[src/design/fspd_pkg.sv]
// Shared constants, types and register codes of the five-sample peak detector.
package fspd_pkg;

    localparam int SAMPLE_BITS   = 10;
    localparam int LINE_LEN      = 5;
    localparam int MID_TAP       = LINE_LEN / 2;
    localparam int COUNT_BITS    = 16;
    localparam int HOLD_BITS     = 16;
    localparam int CFG_IDX_BITS  = 2;
    localparam int CFG_DATA_BITS = (SAMPLE_BITS > HOLD_BITS) ? SAMPLE_BITS : HOLD_BITS;

    typedef logic [SAMPLE_BITS-1:0]                t_sample;
    typedef logic [SAMPLE_BITS:0]                  t_sample_ext;
    typedef logic [LINE_LEN-1:0][SAMPLE_BITS-1:0]  t_line;
    typedef logic [COUNT_BITS-1:0]                 t_count;
    typedef logic [HOLD_BITS-1:0]                  t_hold;
    typedef logic [CFG_IDX_BITS-1:0]               t_cfg_idx;
    typedef logic [CFG_DATA_BITS-1:0]              t_cfg_data;

    typedef struct packed {
        t_sample threshold;
        t_sample margin;
        t_hold   holdoff;
    } t_cfg;

    localparam t_cfg_idx REG_THRESHOLD = t_cfg_idx'(0);
    localparam t_cfg_idx REG_MARGIN    = t_cfg_idx'(1);
    localparam t_cfg_idx REG_HOLDOFF   = t_cfg_idx'(2);

    localparam t_sample THRESHOLD_RST = t_sample'(400);
    localparam t_sample MARGIN_RST    = t_sample'(100);
    localparam t_hold   HOLDOFF_RST   = t_hold'(0);

endpackage

[src/design/fspd_if.sv]
// Handshake channels: sample requests, result requests and register writes.
interface fspd_in_if;
    import fspd_pkg::*;
    logic    valid;
    logic    ready;
    t_sample sample_value;
    modport source (output valid, output sample_value, input ready);
    modport sink   (input valid, input sample_value, output ready);
endinterface

interface fspd_out_if;
    import fspd_pkg::*;
    logic   valid;
    logic   ready;
    logic   peak_found;
    logic   toggle_level;
    t_count peak_count;
    logic   sample_discarded;
    modport source (output valid, output peak_found, output toggle_level,
                    output peak_count, output sample_discarded, input ready);
    modport sink   (input valid, input peak_found, input toggle_level,
                    input peak_count, input sample_discarded, output ready);
endinterface

interface fspd_cfg_if;
    import fspd_pkg::*;
    logic      valid;
    logic      ready;
    t_cfg_idx  index;
    t_cfg_data data;
    modport source (output valid, output index, output data, input ready);
    modport sink   (input valid, input index, input data, output ready);
endinterface

[src/design/fspd_detect.sv]
// Peak test over one five-sample window against threshold and margin.
module fspd_detect (
    input  fspd_pkg::t_line i_window,
    input  fspd_pkg::t_cfg  i_cfg,
    output logic            o_hit
);
    import fspd_pkg::*;

    t_sample     w_mid;
    t_sample_ext w_mid_ext;
    t_sample_ext w_half_ext;
    t_sample_ext w_full_ext;
    logic [LINE_LEN-1:0] w_below;

    assign w_mid      = i_window[MID_TAP];
    assign w_mid_ext  = {1'b0, w_mid};
    assign w_half_ext = {2'b00, i_cfg.margin[SAMPLE_BITS-1:1]};
    assign w_full_ext = {1'b0, i_cfg.margin};

    // x < mid - d, with a negative difference never met: x + d < mid
    always_comb begin
        for (int k = 0; k < LINE_LEN; k++) begin
            if (k == MID_TAP) begin
                w_below[k] = 1'b1;
            end else if (k == MID_TAP - 1 || k == MID_TAP + 1) begin
                w_below[k] = ({1'b0, i_window[k]} + w_half_ext) < w_mid_ext;
            end else begin
                w_below[k] = ({1'b0, i_window[k]} + w_full_ext) < w_mid_ext;
            end
        end
    end

    assign o_hit = (i_cfg.threshold != '0) && (w_mid > i_cfg.threshold) && (&w_below);

endmodule

[src/design/five_sample_peak_detector_unit.sv]
// Top level of the five-sample peak detector.
// Path: an accepted sample request is loaded into the input register; when the output
// advances, its result is loaded into the result register and offered from there.
// Throughput: one sample per cycle while results are taken; the input register
// holds one request while the output stalls.
// Reset: synchronous active low; clears the sample line, toggle, count and holdoff,
// and loads threshold 400, margin 100, holdoff 0.
module five_sample_peak_detector_unit (
    input  logic        i_clk,
    input  logic        i_rst_n,
    fspd_in_if.sink     i_sample,
    fspd_cfg_if.sink    i_cfg,
    fspd_out_if.source  o_result
);
    import fspd_pkg::*;

    t_cfg    r_cfg;
    logic    r_in_valid;
    t_sample r_in_sample;
    t_line   r_line;
    logic    r_toggle;
    t_count  r_count;
    t_hold   r_holdoff;
    logic    r_out_valid;
    logic    r_out_found;
    logic    r_out_toggle;
    t_count  r_out_count;
    logic    r_out_dropped;

    t_line   n_line;
    logic    n_toggle;
    t_count  n_count;
    t_hold   n_holdoff;

    logic    w_advance;
    logic    w_fire;
    logic    w_drop;
    logic    w_hit;
    logic    w_found;
    logic    w_in_take;

    assign i_cfg.ready = 1'b1;

    always_ff @(posedge i_clk) begin
        if (!i_rst_n) begin
            r_cfg.threshold <= THRESHOLD_RST;
            r_cfg.margin    <= MARGIN_RST;
            r_cfg.holdoff   <= HOLDOFF_RST;
        end else if (i_cfg.valid) begin
            case (i_cfg.index)
                REG_THRESHOLD: r_cfg.threshold <= i_cfg.data[SAMPLE_BITS-1:0];
                REG_MARGIN:    r_cfg.margin    <= i_cfg.data[SAMPLE_BITS-1:0];
                REG_HOLDOFF:   r_cfg.holdoff   <= i_cfg.data[HOLD_BITS-1:0];
                default: begin
                end
            endcase
        end
    end

    assign w_advance      = !r_out_valid || o_result.ready;
    assign i_sample.ready = !r_in_valid || w_advance;
    assign w_in_take      = i_sample.valid && i_sample.ready;
    assign w_fire         = r_in_valid && w_advance;
    assign w_drop         = (r_holdoff != '0);

    // shift the newest sample in at the top of the line
    always_comb begin
        for (int k = 0; k < LINE_LEN - 1; k++) begin
            n_line[k] = r_line[k+1];
        end
        n_line[LINE_LEN-1] = r_in_sample;
    end

    fspd_detect u_detect (
        .i_window (n_line),
        .i_cfg    (r_cfg),
        .o_hit    (w_hit)
    );

    assign w_found  = !w_drop && w_hit;
    assign n_toggle = r_toggle ^ w_found;
    assign n_count  = (w_found && (r_count != '1)) ? r_count + t_count'(1) : r_count;

    always_comb begin
        if (w_drop) begin
            n_holdoff = r_holdoff - t_hold'(1);
        end else if (w_hit) begin
            n_holdoff = r_cfg.holdoff;
        end else begin
            n_holdoff = r_holdoff;
        end
    end

    always_ff @(posedge i_clk) begin
        if (!i_rst_n) begin
            r_in_valid <= 1'b0;
        end else if (w_in_take) begin
            r_in_valid <= 1'b1;
        end else if (w_fire) begin
            r_in_valid <= 1'b0;
        end
    end

    always_ff @(posedge i_clk) begin
        if (w_in_take) begin
            r_in_sample <= i_sample.sample_value;
        end
    end

    always_ff @(posedge i_clk) begin
        if (!i_rst_n) begin
            r_line    <= '0;
            r_toggle  <= 1'b0;
            r_count   <= '0;
            r_holdoff <= '0;
        end else if (w_fire) begin
            if (!w_drop) begin
                r_line <= n_line;
            end
            r_toggle  <= n_toggle;
            r_count   <= n_count;
            r_holdoff <= n_holdoff;
        end
    end

    always_ff @(posedge i_clk) begin
        if (!i_rst_n) begin
            r_out_valid <= 1'b0;
        end else if (w_fire) begin
            r_out_valid <= 1'b1;
        end else if (o_result.ready) begin
            r_out_valid <= 1'b0;
        end
    end

    always_ff @(posedge i_clk) begin
        if (w_fire) begin
            r_out_found   <= w_found;
            r_out_toggle  <= n_toggle;
            r_out_count   <= n_count;
            r_out_dropped <= w_drop;
        end
    end

    assign o_result.valid            = r_out_valid;
    assign o_result.peak_found       = r_out_found;
    assign o_result.toggle_level     = r_out_toggle;
    assign o_result.peak_count       = r_out_count;
    assign o_result.sample_discarded = r_out_dropped;

    a_count_monotonic: assert property (@(posedge i_clk) disable iff (!i_rst_n)
        i_rst_n |=> r_count >= $past(r_count))
        else $error("peak count went backwards");

    a_toggle_on_peak: assert property (@(posedge i_clk) disable iff (!i_rst_n)
        i_rst_n |=> (r_toggle ^ $past(r_toggle)) == $past(w_fire && w_found))
        else $error("toggle changed without a detected peak");

    a_holdoff_freezes_line: assert property (@(posedge i_clk) disable iff (!i_rst_n)
        (w_fire && w_drop) |=> r_line == $past(r_line))
        else $error("sample line shifted during holdoff");

    a_drop_no_peak: assert property (@(posedge i_clk) disable iff (!i_rst_n)
        (w_fire && w_drop) |=> (r_out_dropped && !r_out_found))
        else $error("dropped sample reported as peak");

endmodule
[src/flat_wrapper.sv]
// flat-port wrapper written by rule: the top's interface ports become plain ports
module five_sample_peak_detector_unit_flat import fspd_pkg::*;
  (i_clk, i_rst_n, i_sample_valid, i_sample_sample_value, i_sample_ready, i_cfg_valid, i_cfg_index, i_cfg_data, i_cfg_ready, o_result_valid, o_result_peak_found, o_result_toggle_level, o_result_peak_count, o_result_sample_discarded, o_result_ready);
  fspd_in_if i_sample_i ();
  fspd_cfg_if i_cfg_i ();
  fspd_out_if o_result_i ();
  input  logic i_clk;
  input  logic i_rst_n;
  input wire logic [$bits(i_sample_i.valid)-1:0] i_sample_valid;
  input wire logic [$bits(i_sample_i.sample_value)-1:0] i_sample_sample_value;
  output wire logic [$bits(i_sample_i.ready)-1:0] i_sample_ready;
  input wire logic [$bits(i_cfg_i.valid)-1:0] i_cfg_valid;
  input wire logic [$bits(i_cfg_i.index)-1:0] i_cfg_index;
  input wire logic [$bits(i_cfg_i.data)-1:0] i_cfg_data;
  output wire logic [$bits(i_cfg_i.ready)-1:0] i_cfg_ready;
  output wire logic [$bits(o_result_i.valid)-1:0] o_result_valid;
  output wire logic [$bits(o_result_i.peak_found)-1:0] o_result_peak_found;
  output wire logic [$bits(o_result_i.toggle_level)-1:0] o_result_toggle_level;
  output wire logic [$bits(o_result_i.peak_count)-1:0] o_result_peak_count;
  output wire logic [$bits(o_result_i.sample_discarded)-1:0] o_result_sample_discarded;
  input wire logic [$bits(o_result_i.ready)-1:0] o_result_ready;
  assign i_sample_i.valid = i_sample_valid;
  assign i_sample_i.sample_value = i_sample_sample_value;
  assign i_sample_ready = i_sample_i.ready;
  assign i_cfg_i.valid = i_cfg_valid;
  assign i_cfg_i.index = i_cfg_index;
  assign i_cfg_i.data = i_cfg_data;
  assign i_cfg_ready = i_cfg_i.ready;
  assign o_result_valid = o_result_i.valid;
  assign o_result_peak_found = o_result_i.peak_found;
  assign o_result_toggle_level = o_result_i.toggle_level;
  assign o_result_peak_count = o_result_i.peak_count;
  assign o_result_sample_discarded = o_result_i.sample_discarded;
  assign o_result_i.ready = o_result_ready;
  five_sample_peak_detector_unit u_core (.i_clk(i_clk), .i_rst_n(i_rst_n), .i_sample(i_sample_i), .i_cfg(i_cfg_i), .o_result(o_result_i));
endmodule
[config.mk]
export PLATFORM = sky130hd
export DESIGN_NAME = five_sample_peak_detector_unit_flat
export DESIGN_NICKNAME = d
export VERILOG_FILES = /design/src/design/fspd_pkg.sv /design/src/design/fspd_if.sv /design/src/design/fspd_detect.sv /design/src/design/five_sample_peak_detector_unit.sv /design/src/flat_wrapper.sv
export SDC_FILE = /design/constraint.sdc
export NUM_CORES = 1
export LEC_CHECK = 0
export ABC_AREA = 1
export BUFFER_PORTS_ARGS = -buffer_cell sky130_fd_sc_hd__clkbuf_2
export CORE_ASPECT_RATIO = 1.5
export CORE_MARGIN = 4
export CORE_UTILIZATION = 45
export DETAILED_ROUTE_END_ITERATION = 6
export PLACE_DENSITY = 0.61
export SYNTH_ARGS = -nofsm -noshare
export SYNTH_HDL_FRONTEND = slang
export SYNTH_SLANG_ARGS = --single-unit
export TNS_END_PERCENT = 5
[constraint.sdc]
create_clock -name i_clk -period 3.5 [get_ports i_clk]
set_input_delay 0.35 -clock i_clk [delete_from_list [all_inputs] [get_ports i_clk]]
set_output_delay 0.35 -clock i_clk [all_outputs]
set_load 0.005 [all_outputs]
== Yosys cells after proc, flatten, opt, wreduce, memory -nomap -nowiden ==
Cells that the tools add are included.
Word-level totals
  bits in registers: 140
  input port bits: 33
  logic and storage cells: 63
  output and inout bits: 22
Cells by class
  add/sub/neg operators: 6
  mux-type cells: 7
  bitwise operators: 2
  order comparisons: 5
  equality and inequality tests: 3
  reduce and logical (&&, ||, !) cells: 23
Operator list (count)
  16-bit two-way mux: 3
  11-bit by 10-bit < comparator with 1-bit output: 4
  10-bit by 10-bit adder with 11-bit output: 2
  10-bit by 9-bit adder with 11-bit output: 2
  16-bit by 1-bit adder with 16-bit output, second input constant: 1
  16-bit inequality test, second input constant: 1
  16-bit nonzero test: 1
  16-bit by 1-bit subtractor with 16-bit output, second input constant: 1
  10-bit greater-than comparator: 1
  2-bit AND reduction: 5
  10-bit nonzero test: 1
  1-bit logical AND: 6
  2-bit nonzero test: 3
  1-bit two-way mux: 4
  4-bit AND reduction: 1
  1-bit zero test: 3
  2-bit by 1-bit == test with 1-bit output, second input constant: 1
  2-bit == test, second input constant: 1
  2-bit zero test: 1
  1-bit logical OR: 2
  1-bit inverter: 1
  1-bit XOR: 1

== Depth between registers and ports, before layout ==
  word-level depth: 7
  depth in mapped cells: 26
  gate-level depth less buffers: 26

== Modules after synthesis ==
From an unflattened synthesis, not the netlist that was laid out.
Second synthesis, totals
  cell total of the unflattened synthesis: 1262
  area total of the unflattened synthesis: 8973.6 sq um
Modules (own cells, without submodules)
  five_sample_peak_detector_unit: instances 1, area each 6193.4 sq um, cells an instance 831
  fspd_detect: instances 1, area each 2780.2 sq um, cells an instance 431

== Worst setup path after synthesis ==
OpenSTA, ideal clock, no wires.
  path kind: register to register
  from: reg u_core.r_cfg[19] (netlist name)
  to: reg u_core.r_out_count[1], in the netlist u_core.o_result.peak_count[1] (data pin)
  setup slack: 302 ps
  stages on the path, launching flop included: 25
  arrival: 2942 ps
  data required time: 3244 ps
  period minus slack after synthesis: 3198 ps
  path through: dfxtp_1 > ha_1 > a21oi_1 > inv_1 > a31oi_1 > o21ai_0 > nand3_1 > nand2_1 > nand2_1 > nand2_1 > a21oi_1 > xor2_1 > ha_1 > nor2_1 > nand2_1 > nor2_1 > nand2_1 > nor2_1 > nand2_1 > nor2_2 > nand2_2 > nor2_4 > nand2_2 > o21ai_1 > inv_1
On the way
  word-level cells in the longest chain between the ends: 7
Ends and longest elaborated chain
  start: declaration: line five_sample_peak_detector_unit.sv:17  | t_cfg r_cfg;
  10-bit by 10-bit adder with 11-bit output / 10-bit by 9-bit adder with 11-bit output (equally long branches): line fspd_detect.sv:28, fspd_detect.sv:26
  11-bit by 10-bit < comparator with 1-bit output (on tied branches): line fspd_detect.sv:28, fspd_detect.sv:26
  4-bit AND reduction *: line fspd_detect.sv:33  | assign o_hit = (i_cfg.threshold != '0) && (w_mid > i_cfg.threshold) && (&w_below);
  1-bit logical AND *: line fspd_detect.sv:33
  1-bit logical AND *: line five_sample_peak_detector_unit.sv:80  | assign w_found = !w_drop && w_hit;
  1-bit logical AND *: line five_sample_peak_detector_unit.sv:82  | assign n_count = (w_found && (r_count != '1)) ? r_count + t_count'(1) : r_count;
  16-bit two-way mux *: line five_sample_peak_detector_unit.sv:82
  via u_core.n_count[1]: line five_sample_peak_detector_unit.sv:32  | t_count n_count;
  end signal: assignment: line five_sample_peak_detector_unit.sv:140  | r_out_count <= n_count;
  end: declaration: line five_sample_peak_detector_unit.sv:27  | t_count r_out_count;
Mark *: on every way through the listed nets, which the timed path passes. The rest lies on a longest branch.
A chain may end at the register's enable or synchronous reset.

== Worst setup path in the final report ==
  from: reg u_core.r_in_sample[0]
  to: reg u_core.r_count[12]
On the way
  word-level cells in the longest chain between the ends: 7
Ends and longest elaborated chain
  start: declaration: line five_sample_peak_detector_unit.sv:19  | t_sample r_in_sample;
  start signal: assignment: line five_sample_peak_detector_unit.sv:106  | r_in_sample <= i_sample.sample_value;
  10-bit by 10-bit adder with 11-bit output: line fspd_detect.sv:28  | w_below[k] = ({1'b0, i_window[k]} + w_full_ext) < w_mid_ext;
  11-bit by 10-bit < comparator with 1-bit output: line fspd_detect.sv:28
  4-bit AND reduction: line fspd_detect.sv:33
  1-bit logical AND: line fspd_detect.sv:33
  1-bit logical AND: line five_sample_peak_detector_unit.sv:80
  1-bit logical AND: line five_sample_peak_detector_unit.sv:82
  16-bit two-way mux: line five_sample_peak_detector_unit.sv:82
  via u_core.n_count[12]: line five_sample_peak_detector_unit.sv:32
  end signal: assignment: line five_sample_peak_detector_unit.sv:121  | r_count <= n_count;
  end: declaration: line five_sample_peak_detector_unit.sv:22  | t_count r_count;
The timed path passes the listed nets, and every way through them passes these cells.

==> results.txt <==
wire length per cell -> 14.3 um
WS Path Type -> reg -> reg
CTS tree -> built
synth unique cells -> 42
Post-Route WL -> 21.5 mm
Synth Register Bits -> 140
reg2reg start -> u_core.r_in_sample[0]$_DFFE_PP_
CP required -> 3.82 ns
critical path capture point type -> register
hold-critical path depth -> 1
vias -> 7,708
Final setup viols -> 0
area fraction of the dominant cell type after synthesis -> 0.259
CTS sink cnt -> 140
Final Hold Fails -> 0
Crit path arrival time -> 3.62 ns
fraction of the mapped netlist area in compound gates -> 0.127
initial core utilization -> 0.461
initial antenna violation count -> 0
Die H -> 177 um
hold path startpoint -> i_sample_sample_value[1]
Root Driver -> clkbuf_16
worst hold endpoint -> u_core.r_in_sample[1]$_DFFE_PP_
maxcap violations -> 0
FF-to-FF setup slack -> 0.20 ns
Longest Clk Path Bufs -> 2
n_diodes -> 0
skew final -> 0.0137 ns
Hold WS -> 0.0997 ns
Routed Antenna Nets -> 0
largest net degree at the start of global routing -> 71
first-pass GRT wire length -> 35.3 mm
simple-gate share of the synthesized area -> 0.251
Critical Path Fanout Max -> 5
Placer Congestion -> 0.918
Final HPWL DP -> 15.8 mm
Cell Area, Synth -> 8580 um2
pre-CTS WS -> -0.0343 ns
io pins -> 55
CTS Buf Count -> 17
sequential area share after synthesis -> 0.360
clk slew on worst S/H paths -> 0.06 ns
final period utilization -> 0.942
1st-pass router iterations -> 5
CP Launch Type -> register
Yosys top cell by area -> dfxtp_1
Max IR drop VDD -> 0.000311 V
hold buffer count at CTS -> 0
GRT overflow -> 0
P_leak -> 4.66 nW
largest cells by area after synthesis -> dfxtp_1 (26%), ha_1 (13%), edfxtp_1 (10%)
Nets -> 1,360
Die ar. -> 21,400 um2
post-synthesis xor/xnor area fraction -> 0.0429
reg2reg end -> u_core.r_count[12]$_SDFFE_PN0P_
slew of the pin with the lowest slew margin -> 0.803 ns
area grow syn2layout -> 20.6%
# DRC -> 0
slack of the critical path -> 0.202 ns
Std-Cell Rows -> 61
GRT Total Usage -> 0.206
H-tree depth -> 4
status -> complete, no violations
Skew-Pair Late Insertion Delay -> 0.43 ns
vias per cell -> 5.13
crit path time final -> 3.30 ns
gr busiest metal -> met2
layout cells sized above 1 -> 0.183
Top cell by count, worst path -> nand2_1
Pwr Density -> 504 nW/um2
crit-path cells -> ha_2, fa_2, buf_4, xor2_1, ha_1, a21oi_2, nand2_2, nand2_1, nand2_1, nand2_1, nand2_1, nand2_2, nand2_2, nor2_4, nand2_2, nor2_4, buf_4, nand2_1, nand2_1, nand2_1, o21ai_1, inv_1
multiplexer area fraction after synthesis -> 0
RSZ-0062 raised after global routing -> true
Post-Syn Nets -> 1,285
Slew Limit Fails -> 0
GR Layer Usage met2 -> 0.368
Adder-Cell Fraction of Synth Area -> 0.135
Gate Count Post-Synth -> 1,162
Worst slew margin -> 0.464
Hold Path Class -> in -> reg
Worst Reg-to-Reg Cells -> 22
CORE AREA -> 18,600 um2
crit-path max cell delay -> 0.41 ns
main combinational cell family by area after synthesis -> simple AND/OR/NAND/NOR gates
CP max-delay cell -> edfxtp_1
buffers added on ports -> 53
fmax -> 303 MHz
vias in the first global route -> 7,353
met1 GRT Util -> 0.251
Die X -> 121 um
average size of a mapped cell -> 7.39 um2
Ys Warns -> 0
First DRT Iteration DRCs -> 316
M3 GR Usage -> 0.0342
==> worst max-delay path: cells and delay by family (launching register included) <==
kind                     cells  cell delay [ns]
adder cells (fa/ha/maj)      3             0.95
AND/OR/NAND/NOR             13             1.06
XOR/XNOR                     1             0.15
buffers and inverters        3             0.35
AO/OA/AOI/OAI                2             0.27
flip-flops                   1             0.41
==> placed cells by master, fill, tap and decap left out, drive strengths merged, types with 2 or more instances in the layout <==
cell and count:
nor4 3, dfxtp 111, bufinv 3, nor2 126
xnor2 14, nand2 231, edfxtp 29, a31oi 9
xor2 28, ha 86, a21o 2, nand3 56
clkinv 7, or2 2, o211ai 6, nor3 67
clkbuf 71, fa 4, inv 155, buf 38
a21oi 98, o21ai 88, nand4 8
==> synthesized netlist by cell type (all sizes together) <==
master  count
nand4       8
dfxtp     111
nor4        3
or2         2
a21oi      98
o21a        1
o211ai      6
o22ai       1
clkinv      1
a211oi      1
nor3b       1
o21ai      88
xnor2      14
inv       151
conb        1
nor2      125
xor2       28
fa          4
a31oi       9
nor3       67
nand2     231
a21boi      1
nand3      56
ha         86
a21o        2
clkbuf     28
buf         8
o32ai       1
edfxtp     29
==> cell type report <==
class / instances / area, um2
timing repair buffer: 91 / 567
sequential: 140 / 3120
clock buffer: 18 / 429
inverter: 152 / 571
multi-input combinational: 835 / 5170
clock inverter: 14 / 185
tap: 252 / 315
fill: 1806 / 8270
==> metal layers <==
layer,routed length [um],share of wire
met5,0,0
met2,11000,0.51
met4,438,0.020
met1,9400,0.44
met3,634,0.030
==> stage by stage <==
stage | util | setup TNS [ns] | total power, W | cell area, um2 | instances
final | 0.556 | 0 | 0.00521 | 10300 | 1502
after global routing | 0.556 | -0.735 | 0.00556 | 10300 | 1502
after CTS | 0.529 | 0 | 0.00512 | 9840 | 1488
after detailed placement | 0.494 | -0.208 | 0.00321 | 9210 | 1455
after global placement | 0.494 | 0 | 0.00319 | 9210 | 1455
after floorplan | - | 0 | 0.00287 | 8580 | 1162
==> state kept, by name, indices dropped and copies added, names as in the netlist <==
register,count
u_core.r_toggle,1
u_core.r_holdoff,16
u_core.n_line,40
u_core.r_count,16
u_core.r_in_valid,1
u_core.o_result.peak_found,1
u_core.r_in_sample,10
u_core.r_cfg,36
u_core.o_result.toggle_level,1
u_core.o_result.sample_discarded,1
u_core.o_result.valid,1
u_core.o_result.peak_count,16
==> kinds of logic (layout without fill, tap and decap cells) <==
| logic type | Yosys count | in the layout |
|---|---|---|
| AOI/OAI and AO/OA | 208 | 208 |
| xor gates and xnor gates | 42 | 42 |
| adders and majority gates | 90 | 90 |
| buffers and inverters | 188 | 275 |
| DFF | 140 | 140 |
| other | 1 | 1 |
| and+or+nand+nor | 493 | 494 |
==> where the power goes <==
| part | total [W] | leakage, nW | switching (W) | internal (W) |
|---|---|---|---|---|
| logic | 0.00144 | 3.18 | 0.000864 | 0.000575 |
| clock network | 0.00190 | 0.297 | 0.000759 | 0.00114 |
| registers | 0.00188 | 1.19 | 0.000106 | 0.00177 |
==> worst max path at each step <==
stage                                         start                                 endpoint  slack [ns]  cells after the start
finish              u_core.r_in_sample[0]$_DFFE_PP_          u_core.r_count[12]$_SDFFE_PN0P_        0.20                     22
global route          u_core.r_cfg[19]$_SDFFE_PN0P_  u_core.o_result.peak_count[1]$_DFFE_PP_       -0.07                     22
CTS                 u_core.r_in_sample[0]$_DFFE_PP_  u_core.o_result.peak_count[1]$_DFFE_PP_        0.02                     20
detailed placement    u_core.r_cfg[18]$_SDFFE_PN1P_  u_core.o_result.peak_count[4]$_DFFE_PP_       -0.03                     22
global placement    u_core.r_in_sample[0]$_DFFE_PP_  u_core.o_result.peak_count[1]$_DFFE_PP_        0.01                     20
floorplan             u_core.r_cfg[19]$_SDFFE_PN0P_  u_core.o_result.peak_count[1]$_DFFE_PP_        0.30                     24
==> timing repair <==
item                                    in CTS  in global routing
gates resized for setup                      4                 95
pin swaps                                    1                 44
cloned                                       1                  0
hold endpoints to repair                     0                  0
setup buffers                                0                 14
endpoints found under the setup margin      20                 50
No activity file was read; power rests on OpenSTA's default activity.
